**src/design/cdq_pkg.sv**
```systemverilog
// cdq_pkg: shared types and constants for the circular deque core
// depends on nothing; imported by cdq_engine, circular_deque_core and the testbench

package cdq_pkg;

    localparam int DEPTH       = 16;
    localparam int IDX_W       = $clog2(DEPTH);
    localparam int CNT_W       = $clog2(DEPTH + 1);
    localparam int WORD_W      = 32;
    localparam int ACT_W       = 3;
    localparam int STATUS_W    = 2;
    localparam int OCC_W       = 5;
    localparam int IN_TDATA_W  = 40;
    localparam int OUT_TDATA_W = 112;

    localparam logic [ACT_W-1:0] ACT_INS_FRONT = 3'd0;
    localparam logic [ACT_W-1:0] ACT_INS_REAR  = 3'd1;
    localparam logic [ACT_W-1:0] ACT_DEL_FRONT = 3'd2;
    localparam logic [ACT_W-1:0] ACT_DEL_REAR  = 3'd3;

    localparam logic [STATUS_W-1:0] STATUS_DONE     = 2'd0;
    localparam logic [STATUS_W-1:0] STATUS_OVERFLOW = 2'd1;
    localparam logic [STATUS_W-1:0] STATUS_EMPTY    = 2'd2;

    typedef enum logic
    {
        ST_IDLE,
        ST_DONE
    } eng_state_t;

    // ring store access issued by the engine
    typedef struct packed
    {
        logic              we;
        logic [IDX_W-1:0]  waddr;
        logic [WORD_W-1:0] wdata;
        logic              re;
        logic [IDX_W-1:0]  raddr;
    } mem_req_t;

    // one result, msb first; packs straight into m_tdata
    typedef struct packed
    {
        logic                     is_full;
        logic                     is_empty;
        logic [OCC_W-1:0]         occupancy;
        logic signed [WORD_W-1:0] rear_value;
        logic signed [WORD_W-1:0] front_value;
        logic signed [WORD_W-1:0] removed_value;
        logic [STATUS_W-1:0]      status;
    } result_t;

endpackage

```
**src/design/cdq_ram.sv**
```systemverilog
// cdq_ram: generic single-write, single-read synchronous ram with registered read
// depends on nothing

module cdq_ram
#(
    parameter int WIDTH = 32,
    parameter int DEPTH = 16
)
(
    input  logic                     clk,
    input  logic                     we,
    input  logic [$clog2(DEPTH)-1:0] waddr,
    input  logic [WIDTH-1:0]         wdata,
    input  logic                     re,
    input  logic [$clog2(DEPTH)-1:0] raddr,
    output logic [WIDTH-1:0]         rdata
);

    logic [WIDTH-1:0] mem [DEPTH];

    always_ff @(posedge clk)
    begin
        if (we)
        begin
            mem[waddr] <= wdata;
        end
        if (re)
        begin
            rdata <= mem[raddr];
        end
    end

endmodule

```
**src/design/cdq_engine.sv**
```systemverilog
// cdq_engine: pointer, count and end-word registers plus the request sequencer
// depends on cdq_pkg; drives the ring store through a mem_req_t

module cdq_engine
    import cdq_pkg::*;
(
    input  logic                     clk,
    input  logic                     rst_n,
    input  logic                     in_valid,
    output logic                     in_ready,
    input  logic [ACT_W-1:0]         in_action,
    input  logic signed [WORD_W-1:0] in_value,
    output mem_req_t                 mem_req,
    input  logic [WORD_W-1:0]        rd_data,
    output logic                     res_valid,
    input  logic                     res_ready,
    output result_t                  res
);

    eng_state_t          state_reg, state_next;
    logic [IDX_W-1:0]    front_idx_reg, front_idx_next;
    logic [IDX_W-1:0]    rear_idx_reg, rear_idx_next;
    logic [CNT_W-1:0]    count_reg, count_next;
    logic [WORD_W-1:0]   front_word_reg, front_word_next;
    logic [WORD_W-1:0]   rear_word_reg, rear_word_next;
    logic                load_front_reg, load_front_next;
    logic                load_rear_reg, load_rear_next;
    logic [STATUS_W-1:0] status_reg, status_next;
    logic [WORD_W-1:0]   removed_reg, removed_next;
    logic                is_empty;
    logic                is_full;

    function automatic logic [IDX_W-1:0] slot_after(input logic [IDX_W-1:0] i);
        slot_after = (i == IDX_W'(DEPTH - 1)) ? '0 : i + 1'b1;
    endfunction

    function automatic logic [IDX_W-1:0] slot_before(input logic [IDX_W-1:0] i);
        slot_before = (i == '0) ? IDX_W'(DEPTH - 1) : i - 1'b1;
    endfunction

    assign is_empty = (count_reg == '0);
    assign is_full  = (count_reg == CNT_W'(DEPTH));

    always_ff @(posedge clk or negedge rst_n)
    begin
        if (!rst_n)
        begin
            state_reg      <= ST_IDLE;
            front_idx_reg  <= '0;
            rear_idx_reg   <= '0;
            count_reg      <= '0;
            front_word_reg <= '0;
            rear_word_reg  <= '0;
            load_front_reg <= 1'b0;
            load_rear_reg  <= 1'b0;
        end
        else
        begin
            state_reg      <= state_next;
            front_idx_reg  <= front_idx_next;
            rear_idx_reg   <= rear_idx_next;
            count_reg      <= count_next;
            front_word_reg <= front_word_next;
            rear_word_reg  <= rear_word_next;
            load_front_reg <= load_front_next;
            load_rear_reg  <= load_rear_next;
        end
    end

    always_ff @(posedge clk)
    begin
        status_reg  <= status_next;
        removed_reg <= removed_next;
    end

    always_comb
    begin
        state_next      = state_reg;
        front_idx_next  = front_idx_reg;
        rear_idx_next   = rear_idx_reg;
        count_next      = count_reg;
        front_word_next = front_word_reg;
        rear_word_next  = rear_word_reg;
        load_front_next = load_front_reg;
        load_rear_next  = load_rear_reg;
        status_next     = status_reg;
        removed_next    = removed_reg;
        mem_req         = '0;
        in_ready        = 1'b0;
        res_valid       = 1'b0;

        case (state_reg)
            ST_IDLE:
            begin
                in_ready = 1'b1;
                if (in_valid)
                begin
                    state_next      = ST_DONE;
                    status_next     = STATUS_DONE;
                    removed_next    = '0;
                    load_front_next = 1'b0;
                    load_rear_next  = 1'b0;
                    case (in_action)
                        ACT_INS_FRONT, ACT_INS_REAR:
                        begin
                            if (is_full)
                            begin
                                status_next = STATUS_OVERFLOW;
                            end
                            else
                            begin
                                count_next    = count_reg + 1'b1;
                                mem_req.we    = 1'b1;
                                mem_req.wdata = in_value;
                                if (is_empty)
                                begin
                                    // first word always lands in slot zero
                                    front_idx_next  = '0;
                                    rear_idx_next   = '0;
                                    mem_req.waddr   = '0;
                                    front_word_next = in_value;
                                    rear_word_next  = in_value;
                                end
                                else if (in_action == ACT_INS_FRONT)
                                begin
                                    front_idx_next  = slot_before(front_idx_reg);
                                    mem_req.waddr   = slot_before(front_idx_reg);
                                    front_word_next = in_value;
                                end
                                else
                                begin
                                    rear_idx_next  = slot_after(rear_idx_reg);
                                    mem_req.waddr  = slot_after(rear_idx_reg);
                                    rear_word_next = in_value;
                                end
                            end
                        end
                        ACT_DEL_FRONT, ACT_DEL_REAR:
                        begin
                            if (is_empty)
                            begin
                                status_next = STATUS_EMPTY;
                            end
                            else
                            begin
                                count_next   = count_reg - 1'b1;
                                removed_next = (in_action == ACT_DEL_FRONT) ?
                                               front_word_reg : rear_word_reg;
                                if (count_reg == CNT_W'(1))
                                begin
                                    front_idx_next  = '0;
                                    rear_idx_next   = '0;
                                    front_word_next = '0;
                                    rear_word_next  = '0;
                                end
                                else if (in_action == ACT_DEL_FRONT)
                                begin
                                    // new front word comes back from the ram next cycle
                                    front_idx_next  = slot_after(front_idx_reg);
                                    mem_req.re      = 1'b1;
                                    mem_req.raddr   = slot_after(front_idx_reg);
                                    load_front_next = 1'b1;
                                end
                                else
                                begin
                                    rear_idx_next  = slot_before(rear_idx_reg);
                                    mem_req.re     = 1'b1;
                                    mem_req.raddr  = slot_before(rear_idx_reg);
                                    load_rear_next = 1'b1;
                                end
                            end
                        end
                        default:
                        begin
                        end
                    endcase
                end
            end
            ST_DONE:
            begin
                res_valid = 1'b1;
                if (res_ready)
                begin
                    if (load_front_reg)
                    begin
                        front_word_next = rd_data;
                    end
                    if (load_rear_reg)
                    begin
                        rear_word_next = rd_data;
                    end
                    state_next = ST_IDLE;
                end
            end
            default:
            begin
                state_next = ST_IDLE;
            end
        endcase
    end

    always_comb
    begin
        res.status        = status_reg;
        res.removed_value = removed_reg;
        res.front_value   = load_front_reg ? rd_data : front_word_reg;
        res.rear_value    = load_rear_reg ? rd_data : rear_word_reg;
        res.occupancy     = OCC_W'(count_reg);
        res.is_empty      = is_empty;
        res.is_full       = is_full;
    end

endmodule

```
**src/design/circular_deque_core.sv**
```systemverilog
// circular_deque_core: top level of the circular double-ended queue
// depends on cdq_pkg, cdq_engine and cdq_ram
//
// usage
//   s_tvalid/s_tready/s_tdata carry one request: an action (insert front,
//   insert rear, delete front, delete rear, observe) and a 32-bit word.
//   m_tvalid/m_tready/m_tdata return exactly one result per request: status,
//   removed word, front and rear words, occupancy and the empty/full flags,
//   all as they stand after the request.
//   a request passes through the engine's idle and done states: in the accept
//   cycle the pointers and count update and the ring ram is written or read;
//   in the done state the ram read data returns and the result moves into
//   the output register once that register is free. the engine takes no new
//   request until the result of the last one has left it.
//   a result waiting in the output register does not block the next request;
//   a second result waits inside the engine until the receiver takes the
//   first, and s_tready stays low meanwhile.
//   reset empties the deque and clears both pointers; ram contents are left
//   as they are and are never read before being written.

module circular_deque_core
    import cdq_pkg::*;
(
    input  logic                   clk,
    input  logic                   rst_n,
    input  logic                   s_tvalid,
    output logic                   s_tready,
    input  logic [IN_TDATA_W-1:0]  s_tdata,  // action[2:0], value[34:3], zero pad
    output logic                   m_tvalid,
    input  logic                   m_tready,
    output logic [OUT_TDATA_W-1:0] m_tdata   // status[1:0], removed_value[33:2],
                                             // front_value[65:34], rear_value[97:66],
                                             // occupancy[102:98], is_empty[103],
                                             // is_full[104], zero pad
);

    mem_req_t          mem_req;
    logic [WORD_W-1:0] rd_data;
    logic              res_valid;
    logic              res_ready;
    result_t           res;
    logic              out_valid_reg, out_valid_next;
    result_t           out_reg;

    cdq_engine u_engine
    (
        .clk       (clk),
        .rst_n     (rst_n),
        .in_valid  (s_tvalid),
        .in_ready  (s_tready),
        .in_action (s_tdata[ACT_W-1:0]),
        .in_value  (s_tdata[ACT_W+WORD_W-1:ACT_W]),
        .mem_req   (mem_req),
        .rd_data   (rd_data),
        .res_valid (res_valid),
        .res_ready (res_ready),
        .res       (res)
    );

    cdq_ram
    #(
        .WIDTH (WORD_W),
        .DEPTH (DEPTH)
    )
    u_ring
    (
        .clk   (clk),
        .we    (mem_req.we),
        .waddr (mem_req.waddr),
        .wdata (mem_req.wdata),
        .re    (mem_req.re),
        .raddr (mem_req.raddr),
        .rdata (rd_data)
    );

    assign res_ready = !out_valid_reg || m_tready;

    always_comb
    begin
        out_valid_next = out_valid_reg;
        if (res_ready)
        begin
            out_valid_next = res_valid;
        end
    end

    always_ff @(posedge clk or negedge rst_n)
    begin
        if (!rst_n)
        begin
            out_valid_reg <= 1'b0;
        end
        else
        begin
            out_valid_reg <= out_valid_next;
        end
    end

    always_ff @(posedge clk)
    begin
        if (res_valid && res_ready)
        begin
            out_reg <= res;
        end
    end

    assign m_tvalid = out_valid_reg;
    assign m_tdata  = {(OUT_TDATA_W - $bits(result_t))'(0), out_reg};

    // one request in flight at a time
    assert property (@(posedge clk) disable iff (!rst_n)
        (s_tvalid && s_tready) |=> !s_tready)
        else $error("request accepted while previous one still in the engine");

    // an empty deque shows zero end words
    assert property (@(posedge clk) disable iff (!rst_n)
        (m_tvalid && out_reg.is_empty) |->
            (out_reg.front_value == '0 && out_reg.rear_value == '0))
        else $error("empty deque reports nonzero end words");

    // full flag agrees with the occupancy
    assert property (@(posedge clk) disable iff (!rst_n)
        m_tvalid |-> (out_reg.is_full == (out_reg.occupancy == OCC_W'(DEPTH))))
        else $error("full flag disagrees with occupancy");

    // overflow only when full, empty status only when empty
    assert property (@(posedge clk) disable iff (!rst_n)
        (m_tvalid && out_reg.status == STATUS_OVERFLOW) |-> out_reg.is_full)
        else $error("overflow reported on a deque that is not full");

    assert property (@(posedge clk) disable iff (!rst_n)
        (m_tvalid && out_reg.status == STATUS_EMPTY) |->
            (out_reg.is_empty && out_reg.removed_value == '0))
        else $error("empty status on a deque that holds words");

endmodule

```
**config.mk**
```make
export PLATFORM = sky130hd
export DESIGN_NAME = circular_deque_core
export DESIGN_NICKNAME = d
export VERILOG_FILES = /design/src/design/cdq_pkg.sv /design/src/design/cdq_ram.sv /design/src/design/cdq_engine.sv /design/src/design/circular_deque_core.sv
export SDC_FILE = /design/constraint.sdc
export NUM_CORES = 1
export LEC_CHECK = 0
export ABC_AREA = 1
export ABC_CLOCK_PERIOD_IN_PS = 8900
export BUFFER_PORTS_ARGS = -buffer_cell sky130_fd_sc_hd__buf_2
export CAP_MARGIN = 20
export CORE_UTILIZATION = 44
export CTS_CLUSTER_SIZE = 12
export DETAILED_ROUTE_END_ITERATION = 6
export GPL_TIMING_DRIVEN = 0
export RECOVER_POWER = 25
export SYNTH_ARGS = -nofsm -noshare
export SYNTH_HDL_FRONTEND = slang
export SYNTH_SLANG_ARGS = --single-unit
export TNS_END_PERCENT = 20
```
**constraint.sdc**
```tcl
create_clock -name clk -period 8.9 [get_ports clk]
set_input_delay 0.89 -clock clk [delete_from_list [all_inputs] [get_ports clk]]
set_output_delay 0.89 -clock clk [all_outputs]
set_load 0.01 [all_outputs]
```
# Yosys cells after proc, flatten, opt, wreduce, memory -nomap -nowiden
# Memories as Yosys holds them, arrays and structs flattened. A register that Yosys moved wholly into a read port is not among the register bits.
# Cells that the tools add are included.
# Widths: inputs -> output; s select.
dict set report classes {
  n_eq_ne 21
  add_sub_neg 6
  n_mux 68
  n_reduce_logical 17
  n_bitwise 2
}
# operator n
set op_table {}
lappend op_table {{$mux 32} 15}
lappend op_table {{$pmux 32 s2} 4}
lappend op_table {{$mux 42} 2}
lappend op_table {{$mux 4} 19}
lappend op_table {{$mux 37} 2}
lappend op_table {{$reduce_and 7->1} 4}
lappend op_table {{$mux 5} 5}
lappend op_table {{$pmux 4 s2} 2}
lappend op_table {{$mux 1} 15}
lappend op_table {{$ne 3x3->1 const B} 4}
lappend op_table {{$pmux 5 s2} 1}
lappend op_table {{$add 4x1->4 const B} 2}
lappend op_table {{$eq 4x4->1 const B} 2}
lappend op_table {{$logic_not 4->1} 2}
lappend op_table {{$ne 2x2->1 const B} 4}
lappend op_table {{$sub 4x1->4 const B} 2}
lappend op_table {{$eq 3x2->1 const B} 2}
lappend op_table {{$ne 3x1->1 const B} 2}
lappend op_table {{$ne 3x2->1 const B} 2}
lappend op_table {{$reduce_or 2->1} 3}
lappend op_table {{$add 5x1->5 const B} 1}
lappend op_table {{$eq 5x1->1 const B} 1}
lappend op_table {{$eq 5x5->1 const B} 1}
lappend op_table {{$logic_not 5->1} 1}
lappend op_table {{15 further kinds} 16}
dict set report word_totals {
  ram_bits 512
  out_inout_bits 114
  memories 1
  in_bits 44
  regBits 220
}
# memory words word_bits rd rd_clocked_by_memory_dff write_ports line
set mem_list {}
lappend mem_list {u_ring.mem 16 32 1 1 1 cdq_ram.sv:19} ;# logic [WIDTH-1:0] mem [DEPTH];

# Depth between registers and ports, before layout
# Gate-level depths: netlist of run 1.
dict set report depth {
  ltp_word 10
  depth_mapped 14
}

# Hierarchy
# A second synthesis of run 1 with hierarchy kept.
dict set report hier_totals {
  cells_unflattened 3281
  area_unflattened_um2 33460.8
}
# mod n_inst area_each_um2 cells_per_inst
set modules_own_cells {}
lappend modules_own_cells {cdq_ram 1 23050.9 2120}
lappend modules_own_cells {cdq_engine 1 7155.6 1042}
lappend modules_own_cells {circular_deque_core 1 3254.4 119}

# Worst setup path after synthesis of run 1
# No wires, ideal clock.
dict set report synth_timing {
  kind {input to register}
  start {input m_tready}
  end {register u_engine.rear_word_reg[10]}
  n_path_buf 1
  arrival_ns 7.166
  path_stages 8
  setup_ns 0.133
  slack_ns 1.601
  path_cell_list {inv_1 -> a21oi_1 -> nor2_1 -> a21oi_2 -> o211ai_2 -> buf_2 -> nand2_1 -> o21ai_0}
}
dict set report synth_via {
  elab_chain_len 3
}
# element line
set synth_lines {}
lappend synth_lines {{start, declared} circular_deque_core.sv:30} ;# input logic m_tready,
lappend synth_lines {{$logic_or 1x1->1} circular_deque_core.sv:76} ;# assign res_ready = !out_valid_reg || m_tready;
lappend synth_lines {{$ne 2x2->1 (no source line)} -}
lappend synth_lines {{$reduce_and 7->1 (no source line)} -}
lappend synth_lines {{end signal, assigned} cdq_engine.sv:64} ;# rear_word_reg <= rear_word_next;
lappend synth_lines {{end, declared} cdq_engine.sv:25} ;# logic [WORD_W-1:0] rear_word_reg, rear_word_next;
# Every way passes these cells.
# A chain may end at the register's enable or synchronous reset.

# Worst setup path after layout of run 1
dict set report layout_timing {
  start {register u_engine.state_reg}
  end {register out_reg, in the netlist m_tdata[74] (enable)}
}
dict set report layout_via {
  elab_chain_len 2
}
# element line
set layout_lines {}
lappend layout_lines {{start, declared} cdq_engine.sv:20} ;# eng_state_t state_reg, state_next;
lappend layout_lines {{start signal, assigned} cdq_engine.sv:59} ;# state_reg <= state_next;
lappend layout_lines {{$mux 1} cdq_engine.sv:92} ;# case (state_reg)
lappend layout_lines {{$logic_and 1x1->1} circular_deque_core.sv:101} ;# if (res_valid && res_ready)
lappend layout_lines {{end signal, assigned} circular_deque_core.sv:103} ;# out_reg <= res;
lappend layout_lines {{end, declared} circular_deque_core.sv:43} ;# result_t out_reg;
# Every way passes these cells.

==> metrics.cfg, run 1 <==
[run_status]
status=finished, violations left
violations=max-capacitance violations, max-slew violations

[die]
die_w_um=279.1
die_h_um=279.1
core_area_sq_um=75950
initial_utilization=0.4449
row_count=101
pin_count=158
die-area_sq_um=77910

[worst_hold_path]
hp-class=register to register

[routing]
first_pass_iters=6
via_per_inst=5.118
post-route-drc-count=0
totalWireLength_um=94270
num_vias=23690
ant_nets=0
routedWlPerCell_um=20.37
drt_first_iter_violations=2183

[final_layout]
final_cell_mix=683 x edfxtp_1, 657 x nand3_1, 604 x inv_1
register_area_sq_um=22540
nNetsFinal=3585
drive_above_1_share=0.09369
largest_register_ffs=512
top_register=u_ring.mem
num-fill-cells=6851
multiInputGateArea_sq_um=8117
syn2layout_area_growth_pct=15.12
mostFrequentLayoutCell=edfxtp_1

[grt]
grt.total_usage=0.2425
met3_usage=0.03841
antenna_found_initial=5
grtUsageMet1=0.3210
grt_util_met2=0.4006
busiest_layer=met2
grt_max_degree=45
grt_pass1_wl_um=140300
grt-ovfl-total=0
grt_pass1_vias=22790

[sta]
slew-limit-headroom=-0.6600
rsz0062_at_grt=false
hold_viol=0
setup_violations=0
tightestPinTransition_ns=2.490
fin_skew_ns=0.03093
drv_slew=168
fin_crit_ns=5.095
fmax_mhz=196.3
fin_tns_setup_ns=0
final.period_utilization=0.5725

[placed_design]
portBuffers=145
gp_congestion=0.8704
hpwlAfterDp_um=67000

[setup_path]
critical_path.startpoint_type=register
crit_fanout=31
worst_ep_arrival_time_ns=5.40
end_kind=register
crit_type=register to register
timing.critical_path.required_ns=9.21

[power_and_ir_drop]
p_int_mw=6.865
switching_share=0.3347
power_density_nw_per_um2=265.3
p_sw_mw=3.454
comb_power_share=0.248
ir_drop_mv=0.1341
seq_power_share=0.441
cellLeakagePower_nw=15.93
fin_total_pwr_mw=10.32
clkPwrFrac=0.310

[clock_tree]
clk_path_buf_depth=3
cts_setup_buffers=0
htreeDepth=3
clock_latency_ns=0.63
cts.sinks=764
cts_buffers=81
cts_resized=0
root_buffer=clkbuf_16
clkSlewWorstSetupHoldPaths_ns=0.06
cts.hold.buffers_added=0
cts_tree=yes

[logic_synthesis]
synth_area_sq_um=33790
ys_seq_area_frac=0.6670
yosys.cell_types.count=36
avgSynthCellArea_sq_um=10.38
ys_ff_latch=764
syn_inst=3256
yosys_warnings=0

[flow_run]
cap_violations=5

==> synth_stat cells <==
| cell | number | area (sq um) |
|---|---|---|
| nand3b_1 | 64 | 480.5 |
| ha_1 | 8 | 100.1 |
| o211ai_1 | 3 | 22.52 |
| xnor2_1 | 1 | 8.760 |
| clkbuf_1 | 60 | 225.2 |
| o211ai_2 | 2 | 25.02 |
| buf_1 | 17 | 63.81 |
| nor2_2 | 3 | 18.77 |
| o21ai_0 | 119 | 595.6 |
| nor2_1 | 133 | 499.2 |
| nand2_2 | 4 | 25.02 |
| dfrtp_1 | 81 | 2027 |
| xor2_1 | 8 | 70.07 |
| nand2_4 | 1 | 11.26 |
| edfxtp_1 | 683 | 20510 |
| o21ai_1 | 30 | 150.1 |
| nand3_1 | 657 | 3288 |
| a21oi_1 | 108 | 540.5 |
| inv_1 | 601 | 2256 |
| nor2_4 | 4 | 45.04 |
| inv_2 | 8 | 30.03 |
| nand3_2 | 2 | 20.02 |
| o211a_1 | 1 | 10.01 |
| buf_2 | 85 | 425.4 |
| nand4_1 | 5 | 31.28 |
| nor3_1 | 2 | 10.01 |
| clkbuf_2 | 2 | 10.01 |
| nand2_1 | 527 | 1978 |
| a32o_1 | 1 | 10.01 |
| nor3_2 | 1 | 10.01 |
| a21oi_2 | 1 | 8.760 |
| a22oi_1 | 1 | 7.510 |
| conb_1 | 1 | 3.750 |
| buf_6 | 9 | 101.4 |
| and2_1 | 1 | 6.260 |
| buf_4 | 22 | 165.2 |
==> metal layers <==
| layer | vias to the layer above | wire length, um |
|---|---|---|
| li1 | 11360 | - |
| met1 | 11190 | 39010 |
| met2 | 973 | 44720 |
| met3 | 171 | 7330 |
| met4 | 0 | 3203 |
| met5 | - | 0 |
==> power groups by stage <==
stage               clock network, mW  logic [mW]  registers (mW)
floorplan                           0        1.53            4.64
global placement                    0        2.51            4.64
detailed placement                  0        2.56            4.62
CTS                              3.26        2.58            4.55
global route                     3.39        2.80            4.59
finish                           3.20        2.56            4.55
==> per-stage QoR <==
step                setup slack, ns  hold WS [ns]  area (sq um)  cells  utilization
floorplan                     1.601        0.4003         33810   3262            -
global placement            -0.8850        0.4002         35830   4437       0.4717
detailed placement            4.244        0.4045         36550   4470       0.4812
CTS                           4.704        0.2392         39030   4617       0.5139
global route                  3.374        0.4192         38900   4627       0.5121
finish                        3.805        0.4160         38900   4628       0.5122
==> cell families (layout without fill, tap and decap cells) <==
| group | count (synthesis) | count (layout) | synth area share |
|---|---|---|---|
| compound gates | 266 | 266 | 0.04055 |
| xor+xnor | 9 | 9 | 0.002333 |
| fa+ha+maj | 8 | 8 | 0.002962 |
| buf+inv | 804 | 1139 | 0.09698 |
| flops | 764 | 764 | 0.6670 |
| other cells | 1 | 8 | 0.0001110 |
| simple gates | 1404 | 1404 | 0.1901 |
==> final timing paths <==
kind | start | end | slack [ns] | cells past startpoint
max | u_engine.state_reg | m_tdata[74] | 3.81 | 6
min in group asynchronous | rst_n | u_engine.front_idx_reg[0] | 0.91 | 1
min reg2reg | u_engine.removed_reg[10] | m_tdata[12] | 0.42 | 0
max reg2reg | u_engine.state_reg | m_tdata[74] | 3.81 | 6
max in group asynchronous | rst_n | u_engine.front_word_reg[13] | 4.74 | 2
min | u_engine.removed_reg[10] | m_tdata[12] | 0.42 | 0
==> cell type report <==
| cell class | instances | share of cell area |
|---|---|---|
| clock buffer | 120 | 0.05906 |
| sequential | 764 | 0.5794 |
| inverter | 609 | 0.05877 |
| buffer | 195 | 0.02541 |
| antenna | 1 | 0.00006433 |
| tap | 1030 | 0.03313 |
| timing repair buffer | 188 | 0.03062 |
| clock inverter | 27 | 0.004921 |
| multi-input combinational | 1694 | 0.2087 |
==> worst max-delay path, cell delays in order (launching register included) <==
cell and delay [ns]:
dfrtp_1 0.32, clkbuf_1 0.23, inv_1 0.19, a21oi_1 1.33, clkbuf_1 1.15, clkbuf_1 1.22, buf_12 0.30
Power figures use the tool's default switching activity.
==> run 2: changes to the inputs <==
Settings changed: ABC_CLOCK_PERIOD_IN_PS 8900 to 5230.
Clock period 8.9 ns to 5.23 ns, I/O delays scaled along.
==> metrics.cfg, run 2 (same netlist as run 1, synthesis figures left out) <==
[power_and_ir_drop]
cellLeakagePower_nw=15.95
power_density_nw_per_um2=452.3
ir_drop_mv=0.2573

[setup_path]
end_kind=register
crit_fanout=31
critical_path.startpoint_type=register
cpPeakStageDelay_ns=1.43
slowest_stage=a21oi_1
timing.critical_path.required_ns=5.55
worst_ep_arrival_time_ns=4.65
crit_type=register to register
crit_chain=clkbuf_1 > inv_1 > a21oi_1 > clkbuf_1 > buf_12 > buf_12

[sta]
fin_crit_ns=4.333
setup_violations=0
rsz0062_at_grt=false
tightestPinTransition_ns=1.871
hold_viol=0
fin_skew_ns=0.02500
drv_slew=74
setup_ws_ns=0.8969
final.period_utilization=0.8285
fmax_mhz=230.8
slew-limit-headroom=-0.2476

[die]
die-area_sq_um=77910
core_area_sq_um=75950
pin_count=158
initial_utilization=0.4449
row_count=101
die_h_um=279.1
die_w_um=279.1

[final_layout]
drive_above_1_share=0.09367
syn2layout_area_growth_pct=15.29
top_register=u_ring.mem
final_cell_mix=683 x edfxtp_1, 657 x nand3_1, 603 x inv_1
nNetsFinal=3585
final_core_util=0.5129
mostFrequentLayoutCell=edfxtp_1
largest_register_ffs=512

[clock_tree]
root_buffer=clkbuf_16
cts_tree=yes
cts_resized=0
cts.hold.buffers_added=1
cts_setup_buffers=0
clkSlewWorstSetupHoldPaths_ns=0.06
htreeDepth=3
cts_buffers=81
cts.sinks=764
clock_latency_ns=0.63
clk_path_buf_depth=3

[placed_design]
portBuffers=145
gp_congestion=0.8694
place_ws_ns=0.8819
hpwlAfterDp_um=66910

[grt]
grt_max_degree=59
grt_pass1_vias=22410
grt_pass1_wl_um=139500
grt.total_usage=0.2421
grt-ovfl-total=0
antenna_found_initial=2

[routing]
via_per_inst=5.081
num_vias=23480
routedWlPerCell_um=20.34
drt_first_iter_violations=2392
totalWireLength_um=93990
ant_nets=0
post-route-drc-count=0
first_pass_iters=6

[worst_hold_path]
hp-class=input port to register

[run_status]
violations=max-capacitance violations, max-slew violations
status=finished, violations left

[flow_run]
cap_violations=3

==> run 2: cell types whose count changed in the layout (fill, tap and decap cells not counted), sizes merged <==
cell / delta
clkbuf: -12
diode: +4
clkinv: -3
buf: +2
bufinv: +2
clkinvlp: -1
dlygate4sd3: +1
inv: +1
==> run 2: worst paths after layout <==
path	from	endpoint	slack [ns]	cells after the start
min reg2reg	u_engine.removed_reg[9]	m_tdata[11]	0.42	0
max	u_engine.state_reg	m_tdata[78]	0.90	6
min in group asynchronous	rst_n	u_engine.front_idx_reg[2]	0.85	2
max in group asynchronous	rst_n	u_engine.front_word_reg[9]	3.35	3
max reg2reg	u_engine.state_reg	m_tdata[78]	0.90	6
min	m_tready	m_tvalid	0.17	4
==> run 2: final cells by class <==
class                      count  area (sq um)
timing repair buffer         188          1247
clock buffer                 111          2241
multi-input combinational   1694          8124
buffer                       195         988.4
fill                        6776         36990
sequential                   764         22540
tap                         1030          1289
inverter                     609          2286
clock inverter                26         231.5
antenna                        5         12.51
==> run 2: metal layers <==
layer | track usage | vias up | wire length, um
li1 | - | 11350 | -
met1 | 0.3248 | 11080 | 39780
met2 | 0.4036 | 891 | 45000
met3 | 0.03473 | 170 | 6715
met4 | 0.08101 | 0 | 2493
met5 | 0 | - | 0
==> run 2: metrics by stage <==
| step | TNS [ns] | total power [mW] | area, sq um | hold slack (ns) | instances |
|---|---|---|---|---|---|
| floorplan | 0 | 10.48 | 33820 | 0.2274 | 3262 |
| global placement | -401.45 | 12.16 | 35830 | 0.4009 | 4437 |
| detailed placement | 0 | 12.23 | 36530 | 0.4045 | 4466 |
| CTS | 0 | 17.69 | 39010 | 0.1788 | 4604 |
| global route | 0 | 18.40 | 38940 | 0.2076 | 4617 |
| finish | 0 | 17.62 | 38960 | 0.1740 | 4622 |
==> run 2: worst max-delay path: cells and delay by family, from the launching register on <==
kind | cells | cell delay (ns)
flops | 1 | 0.32
compound gates | 1 | 1.43
buf+inv | 5 | 2.22
==> run 2: power breakdown <==
part | leakage (nW) | total, mW | internal, mW | switching [mW]
Combinational | 7.35 | 4.37 | 1.16 | 3.21
Sequential | 7.39 | 7.74 | 7.40 | 0.343
Clock | 1.21 | 5.51 | 3.17 | 2.34
